--- config.mk ---
export PLATFORM = sky130hd
export DESIGN_NAME = vstl_isqrt
export DESIGN_NICKNAME = d
export VERILOG_FILES = /design/src/hw/rtl/vector_scale_to_length_top_macros.svh /design/src/hw/rtl/vstl_pkg.sv /design/src/hw/rtl/vstl_isqrt.sv
export SDC_FILE = /design/constraint.sdc
export NUM_CORES = 2
export LEC_CHECK = 0
export BUFFER_PORTS_ARGS = -buffer_cell sky130_fd_sc_hd__buf_2
export CELL_PAD_IN_SITES_DETAIL_PLACEMENT = 2
export CELL_PAD_IN_SITES_GLOBAL_PLACEMENT = 2
export CORE_AREA = 2 2 381 383
export DETAILED_ROUTE_END_ITERATION = 10
export DIE_AREA = 0 0 383 385
export PLACE_DENSITY_LB_ADDON = 0.25
export SYNTH_ARGS = -nofsm -noshare
export SYNTH_HDL_FRONTEND = slang
export SYNTH_SLANG_ARGS = --single-unit
--- constraint.sdc ---
create_clock -name clk -period 5.46 [get_ports clk]
set_input_delay 0.546 -clock clk [delete_from_list [all_inputs] [get_ports clk]]
set_output_delay 0.546 -clock clk [all_outputs]
set_load 0.03 [all_outputs]
--- src/hw/rtl/vector_scale_to_length_top_macros.svh ---
// ---------------------------------------------------------------------------
// Vector scale-to-length assertion macros
// Shared concurrent assertion forms, clocked on clk and disabled in reset.
// ---------------------------------------------------------------------------
`ifndef VECTOR_SCALE_TO_LENGTH_TOP_MACROS_SVH
`define VECTOR_SCALE_TO_LENGTH_TOP_MACROS_SVH

// The consequent must hold in the same cycle as the antecedent.
`define VSTL_ASSERT_NOW(label, ante, cons, msg) \
  label: assert property (@(posedge clk) disable iff (!rst_n) (ante) |-> (cons)) \
    else $error(msg);

// The consequent must hold in the cycle after the antecedent.
`define VSTL_ASSERT_NEXT(label, ante, cons, msg) \
  label: assert property (@(posedge clk) disable iff (!rst_n) (ante) |=> (cons)) \
    else $error(msg);

`endif

--- src/hw/rtl/vstl_pkg.sv ---
// ---------------------------------------------------------------------------
// Vector scale-to-length package
// Shared constants and the side-band struct that travels with each item.
// ---------------------------------------------------------------------------
`default_nettype none

package vstl_pkg;

  localparam int COORD_BITS_DEF  = 16;
  localparam int LENGTH_BITS_DEF = 16;
  localparam int OUT_BITS        = 17;

  typedef struct packed {
    logic xneg;
    logic yneg;
    logic zero;
  } side_t;

endpackage

`default_nettype wire

--- src/hw/rtl/vstl_isqrt.sv ---
// ---------------------------------------------------------------------------
// Vector scale-to-length integer square root
// Pipelined digit-by-digit root, one root bit per stage, two lanes.
// ---------------------------------------------------------------------------
`default_nettype none

module vstl_isqrt #(
  parameter int TB = 34
) (
  input  wire logic              clk,
  input  wire logic              rst_n,
  input  wire logic              en,
  input  wire logic              v_i,
  input  wire vstl_pkg::side_t   side_i,
  input  wire logic [TB-1:0]     tx_i,
  input  wire logic [TB-1:0]     ty_i,
  output logic                   v_o,
  output vstl_pkg::side_t        side_o,
  output logic [TB/2-1:0]        kx_o,
  output logic [TB/2-1:0]        ky_o
);

  localparam int KB = TB / 2;
  localparam int RB = KB + 2;

  logic            v_r    [KB+1];
  vstl_pkg::side_t side_r [KB+1];
  logic [RB-1:0]   remx_r [KB+1];
  logic [RB-1:0]   remy_r [KB+1];
  logic [KB-1:0]   rtx_r  [KB+1];
  logic [KB-1:0]   rty_r  [KB+1];
  logic [TB-1:0]   tx_r   [KB+1];
  logic [TB-1:0]   ty_r   [KB+1];

  function automatic logic [RB+KB+TB-1:0] sq_step(input logic [RB-1:0] rem,
                                                  input logic [KB-1:0] root,
                                                  input logic [TB-1:0] t);
    logic [RB+1:0] r4;
    logic [RB+1:0] trial;
    logic          ge;
    r4    = {rem, t[TB-1:TB-2]};
    trial = {2'b00, root, 2'b01};
    ge    = (r4 >= trial);
    if (ge) begin
      r4 = r4 - trial;
    end
    return {r4[RB-1:0], root[KB-2:0], ge, t[TB-3:0], 2'b00};
  endfunction

  always_ff @(posedge clk) begin
    if (!rst_n) begin
      v_r[0] <= 1'b0;
    end else if (en) begin
      v_r[0] <= v_i;
    end
  end

  always_ff @(posedge clk) begin
    if (en) begin
      side_r[0] <= side_i;
      remx_r[0] <= '0;
      remy_r[0] <= '0;
      rtx_r[0]  <= '0;
      rty_r[0]  <= '0;
      tx_r[0]   <= tx_i;
      ty_r[0]   <= ty_i;
    end
  end

  for (genvar i = 1; i <= KB; i++) begin : g_step
    always_ff @(posedge clk) begin
      if (!rst_n) begin
        v_r[i] <= 1'b0;
      end else if (en) begin
        v_r[i] <= v_r[i-1];
      end
    end

    always_ff @(posedge clk) begin
      if (en) begin
        side_r[i]                     <= side_r[i-1];
        {remx_r[i], rtx_r[i], tx_r[i]} <= sq_step(remx_r[i-1], rtx_r[i-1], tx_r[i-1]);
        {remy_r[i], rty_r[i], ty_r[i]} <= sq_step(remy_r[i-1], rty_r[i-1], ty_r[i-1]);
      end
    end
  end

  assign v_o    = v_r[KB];
  assign side_o = side_r[KB];
  assign kx_o   = rtx_r[KB];
  assign ky_o   = rty_r[KB];

endmodule

`default_nettype wire

== Word level (Yosys, flattened, before mapping) ==
Memory sizes are Yosys's and may differ from the RTL's.
Index checks and enable logic that the tools add are counted.
Storage, ports and cells
  word-level logic and storage cells: 243
  bits in writable memories: 72
  memories kept: 2
  input port bits: 75
  register bits: 1494
  output and inout bits: 38
Operators by class
  $add $sub $neg: 32
  mux-type cells: 55
  magnitude comparators: 34
  bitwise logic cells: 18
Memory list
  side_r: words 18, width 3, rd ports 18, clocked after memory_dff 0, write ports 18, RTL line vstl_isqrt.sv:27  | vstl_pkg::side_t side_r [KB+1];
  v_r: words 18, width 1, rd ports 18, clocked after memory_dff 0, write ports 18, RTL line vstl_isqrt.sv:26  | logic v_r [KB+1];
Operators by type and width (number)
  $mux 19: 30
  $ge 21x10->1: 2
  $ge 21x11->1: 2
  $ge 21x12->1: 2
  $ge 21x13->1: 2
  $ge 21x14->1: 2
  $ge 21x15->1: 2
  $ge 21x16->1: 2
  $ge 21x17->1: 2
  $ge 21x18->1: 2
  $ge 21x3->1: 2
  $ge 21x4->1: 2
  $ge 21x5->1: 2
  $ge 21x6->1: 2
  $ge 21x7->1: 2
  $ge 21x8->1: 2
  $ge 21x9->1: 2
  $sub 19x10->19: 2
  $sub 19x11->19: 2
  $sub 19x12->19: 2
  $sub 19x13->19: 2
  $sub 19x14->19: 2
  $sub 19x15->19: 2
  $sub 19x16->19: 2
  13 further kinds: 63

== Longest topological paths before layout ==
  word-level depth: 4
  gate-level depth with buffers: 12
  gate-level depth less buffers: 11

== Least setup slack after synthesis ==
Ideal clock, no wire load.
  path kind: reg2reg
  start point: register remy_r[40] (netlist name)
  end point: register remy_r[34] (netlist name) (data pin)
  data required time: 5.203 ns
  path slack: 2.715 ns
  setup time: 0.257 ns
  clock period less this slack: 2.745 ns
  path buffers: 0
  arrival: 2.489 ns
  stages on the path, launching flop included: 9
  cell sequence: edfxtp_1 > ha_1 > or3_1 > o22ai_1 > a211oi_1 > or2_1 > a41oi_2 > mux2_2 > a32o_1
Between the ends
  word-level cells in the longest chain between the ends: 2
  elaborated cells between the ends (all ways): 3
  those cells by class: 1 x add/sub; 1 x order compare; 1 x mux
Ends and longest elaborated chain
  from (decl): RTL line vstl_isqrt.sv:29  | logic [RB-1:0] remy_r [KB+1];
  from (signal, indexed assignment): RTL line vstl_isqrt.sv:83  | {remy_r[i], rty_r[i], ty_r[i]} <= sq_step(remy_r[i-1], rty_r[i-1], ty_r[i-1]);
  $sub 19x17->19 / $ge 21x17->1 (equally long branches): RTL line vstl_isqrt.sv:45, vstl_isqrt.sv:43
  $mux 19 (*): RTL line vstl_isqrt.sv:44  | if (ge) begin
Every way passes the cells marked *; elsewhere a longest branch is shown, timed or not.
A chain may end at the register's enable or synchronous reset.

== Worst setup path after layout ==
  start point: register rty_r[89] (netlist name)
  end point: register remy_r[84] (netlist name) (data pin)
Between the ends
  word-level cells in the longest chain between the ends: 2
  elaborated cells between the ends (all ways): 3
  those cells by class: 1 x add/sub; 1 x order compare; 1 x mux
Ends and longest elaborated chain
  from (decl): RTL line vstl_isqrt.sv:31  | logic [KB-1:0] rty_r [KB+1];
  from (signal, indexed assignment): RTL line vstl_isqrt.sv:83
  $sub 19x14->19 / $ge 21x14->1 (equally long branches): RTL line vstl_isqrt.sv:45, vstl_isqrt.sv:43
  $mux 19 (*): RTL line vstl_isqrt.sv:44
Marked as above.

==> impl_metrics.yaml <==
global_route:
  grt_usage_pct: 28.7
  grt_max_degree: 176
  grt_pass1_vias: 49500
  grt_pass1_wl_mm: 320
  overflow: 0
  grt_antenna_before_repair: 1
hold_path:
  min-delay-start: "tx_i[5]"
  min_to: "tx_r[583]"
  min-delay-path-class: "primary input to flop"
  hold_path_depth: 1
floorplanning:
  start_util_pct: 48.7
  dieArea_mm2: 0.147
  fp.dieH_um: 385
  fp.dieW_um: 383
  num_rows: 139
  io_pins: 113
  core_area_mm2: 0.143
cells_and_area:
  seqCellArea_mm2: 0.0467
  final_layout_size_suffix_gt1_share_pct: 9.15
  nets: 5764
  final_area_mm2: 0.0782
  finalCoreUtilization_pct: 54.7
  area_growth_pct: 12.3
  multiInputGateArea_mm2: 0.0209
  diodes: 0
  fillCellCount: 13000
yosys:
  synth_commonest_cells: "edfxtp_1, inv_1, ha_1, nor2_1, a21oi_1"
  async_reset_ff_share_pct: 0
  synth_edf_count: 1553
  yosysSeqAreaShare_pct: 67.0
  synth.largest_area_cell: "edfxtp_1"
  synth_cells: 5066
  synth.most_common_cell: "edfxtp_1"
  postSynthAreaPerCell_um2: 13.7
  synth_warnings: 0
  synth_top_area_share_pct: 67.0
  ys_top_cells_by_area: "edfxtp_1, ha_1, xnor2_1"
  yosysUniqueCellTypes: 89
  synthFlopType: "edfxtp_1"
  ys_seq_elements: 1554
  netlist_area_mm2: 0.0697
worst_setup_path:
  start_kind: "flop"
  cp-end-kind: "flop"
  arrival_ns: 4.90
  r2r-start: "rty_r[89]"
  rr_endpoint: "remy_r[84]"
  cp_slowest_cell: "a21boi_2"
  max_stage_delay_ns: 1.07
  path_class: "flop to flop"
  r2r_slack_ns: 1.01
  worstPathMaxFanout: 28
  path_buf_inv: 1
  path_cells: "inv_1 > ha_1 > a21o_1 > o2bb2ai_1 > a2111oi_0 > o21bai_1 > a21boi_2 > o21ai_0"
  critPathTopFamily: "compound AO/OA/AOI/OAI gates"
  r2r_cells: 8
  crit_required_ns: 5.91
timing:
  fin_crit_sh_pct: 81.5
  fmax_ghz: 0.225
  grt_setup_unrepaired: "no"
  worst_pin_slew_ns: 1.36
  timing.final.ws_setup_ns: 1.01
  maxSlewViolCount: 0
  finClkSkew_ns: 0.0394
  setup_tns_ns: 0
  setup_violations: 0
  hold_slack_ns: 0.0448
  post-route-min-period_ns: 4.45
  hold_viol: 0
  slew_headroom_pct: 8.67
clock_tree:
  h-tree-depth: 4
  cts.sinks: 1554
  cts_tree: "built"
  clock_path_buffers: 3
  clk_pin_slew_ns: 0.07
  ctsResizeCount: 0
  clkLatencyLatePin_ns: 0.82
  numCtsBuffers: 167
  cts_setup_buffers: 0
  clock-root-buffer: "clkbuf_16"
detailed_routing:
  wl_met2_mm: 119
  dr.pass1.iters: 8
  vias: 43700
  first_iter_violations: 3087
  drc: 0
  route.met3.wl_mm: 6.78
  drt_wl_total_mm: 212
  drt-met1-wl_mm: 76.2
  routedWlPerCell_um: 28.8
  viasPerCell: 5.92
  ant_nets: 0
  highest_layer: "met5"
power:
  pwr-share-clk_pct: 35.5
  p_seq_share_pct: 49.8
  leakage_nw: 29.8
  power_switching_mw: 8.74
  combPwrFrac_pct: 14.7
  ir_drop_uv: 328
  powerDensity_mw_per_mm2: 399
  power.internal_mw: 22.5
  p_sw_share_pct: 28.0
place:
  pre_cts_ws_ns: 1.48
  place_hpwl_mm: 134
  globalplace.congestion: 0.888
  io_buffers: 112
  dpl-instance-area_mm2: 0.0725
flow_run:
  drv_cap: 0
run_status:
  status: "complete, no violations"
[logic make-up after synthesis]
| logic type | share of synthesized area, % |
|---|---|
| AO/OA/AOI/OAI | 8.06 |
| XOR/XNOR | 5.34 |
| adder cells (fa/ha/maj) | 6.14 |
| buffers and inverters | 3.05 |
| flip-flops | 67.0 |
| multiplexers | 1.40 |
| other | 0.00538 |
| AND/OR/NAND/NOR | 9.02 |
[cells in the final DEF (no fill, tap or decap), types with 30 or more instances in the layout]
| master | netlist | final |
|---|---|---|
| clkbuf_16 | 0 | 171 |
| edfxtp_1 | 1553 | 1553 |
| nor2_1 | 342 | 342 |
| clkinv_2 | 0 | 30 |
| clkbuf_1 | 34 | 35 |
| nand2b_1 | 60 | 60 |
| buf_2 | 27 | 111 |
| nand2_1 | 231 | 231 |
| o21ai_0 | 212 | 212 |
| nor3_1 | 144 | 144 |
| nor4_1 | 67 | 67 |
| nand3_1 | 82 | 82 |
| and3_1 | 35 | 35 |
| o21a_1 | 61 | 61 |
| or4_1 | 30 | 30 |
| xor2_1 | 212 | 212 |
| nand4_1 | 43 | 43 |
| a21o_1 | 67 | 67 |
| nor2b_1 | 50 | 50 |
| dlygate4sd3_1 | 0 | 66 |
| xnor2_1 | 213 | 213 |
| or3_1 | 44 | 44 |
| ha_1 | 342 | 342 |
| a21oi_1 | 286 | 286 |
| a211oi_1 | 42 | 42 |
| inv_1 | 420 | 420 |
| clkinv_1 | 0 | 39 |
| mux2_2 | 74 | 74 |
[worst max-delay path by stage]
stage	cells after the start	to	from	slack [ns]
after global placement	8	remy_r[90]	remy_r[99]	1.84
after global routing	7	remy_r[84]	remy_r[96]	1.01
after floorplan	8	remy_r[34]	remy_r[40]	2.71
final	8	remy_r[84]	rty_r[89]	1.01
after CTS	8	remy_r[84]	rty_r[89]	1.19
after detailed placement	8	remx_r[223]	remx_r[240]	1.48
[sequential cells by signal, summed over array words and instances, names as in the netlist]
signal,flops
rty_r,136
kx_o,17
v_r,18
remy_r,282
tx_r,306
ty_r,306
side_r,54
ky_o,17
rtx_r,136
remx_r,282
[metrics by stage]
step           std cells  power, mW
3_3_place_gp        7015       19.3
4_1_cts             7377       31.3
5_1_grt             7377       32.2
2_1_floorplan       5067       18.2
6_report            7377       31.2
3_5_place_dp        7015       20.0
[metal layers]
layer	track usage [%]	vias up
met5	0	-
met4	13.6	2
met3	3.41	524
met2	56.0	1210
met1	30.5	22600
li1	-	19400
[cell type report]
| class | count | share of cell area [%] |
|---|---|---|
| Sequential cell | 1554 | 59.6 |
| Tap cell | 1903 | 3.04 |
| Clock inverter | 90 | 0.883 |
| Inverter | 422 | 2.02 |
| Multi-Input combinational cell | 2991 | 26.7 |
| Clock buffer | 206 | 5.64 |
| Timing Repair Buffer | 211 | 2.07 |
[power groups by stage]
stage	sequential [mW]	combinational, mW	clock (mW)
after floorplan	15.3	2.88	0
after global placement	15.5	3.80	0
after detailed placement	15.7	4.29	0
after CTS	15.5	4.56	11.2
after global routing	15.6	4.99	11.6
final	15.5	4.60	11.1
[what timing repair did]
item                                    in CTS  in global routing
endpoints found under the hold margin       66                  0
endpoints found under the setup margin       0                  0
hold buffers                                66                  0
Note: power is estimated with default switching activity, not from simulation.
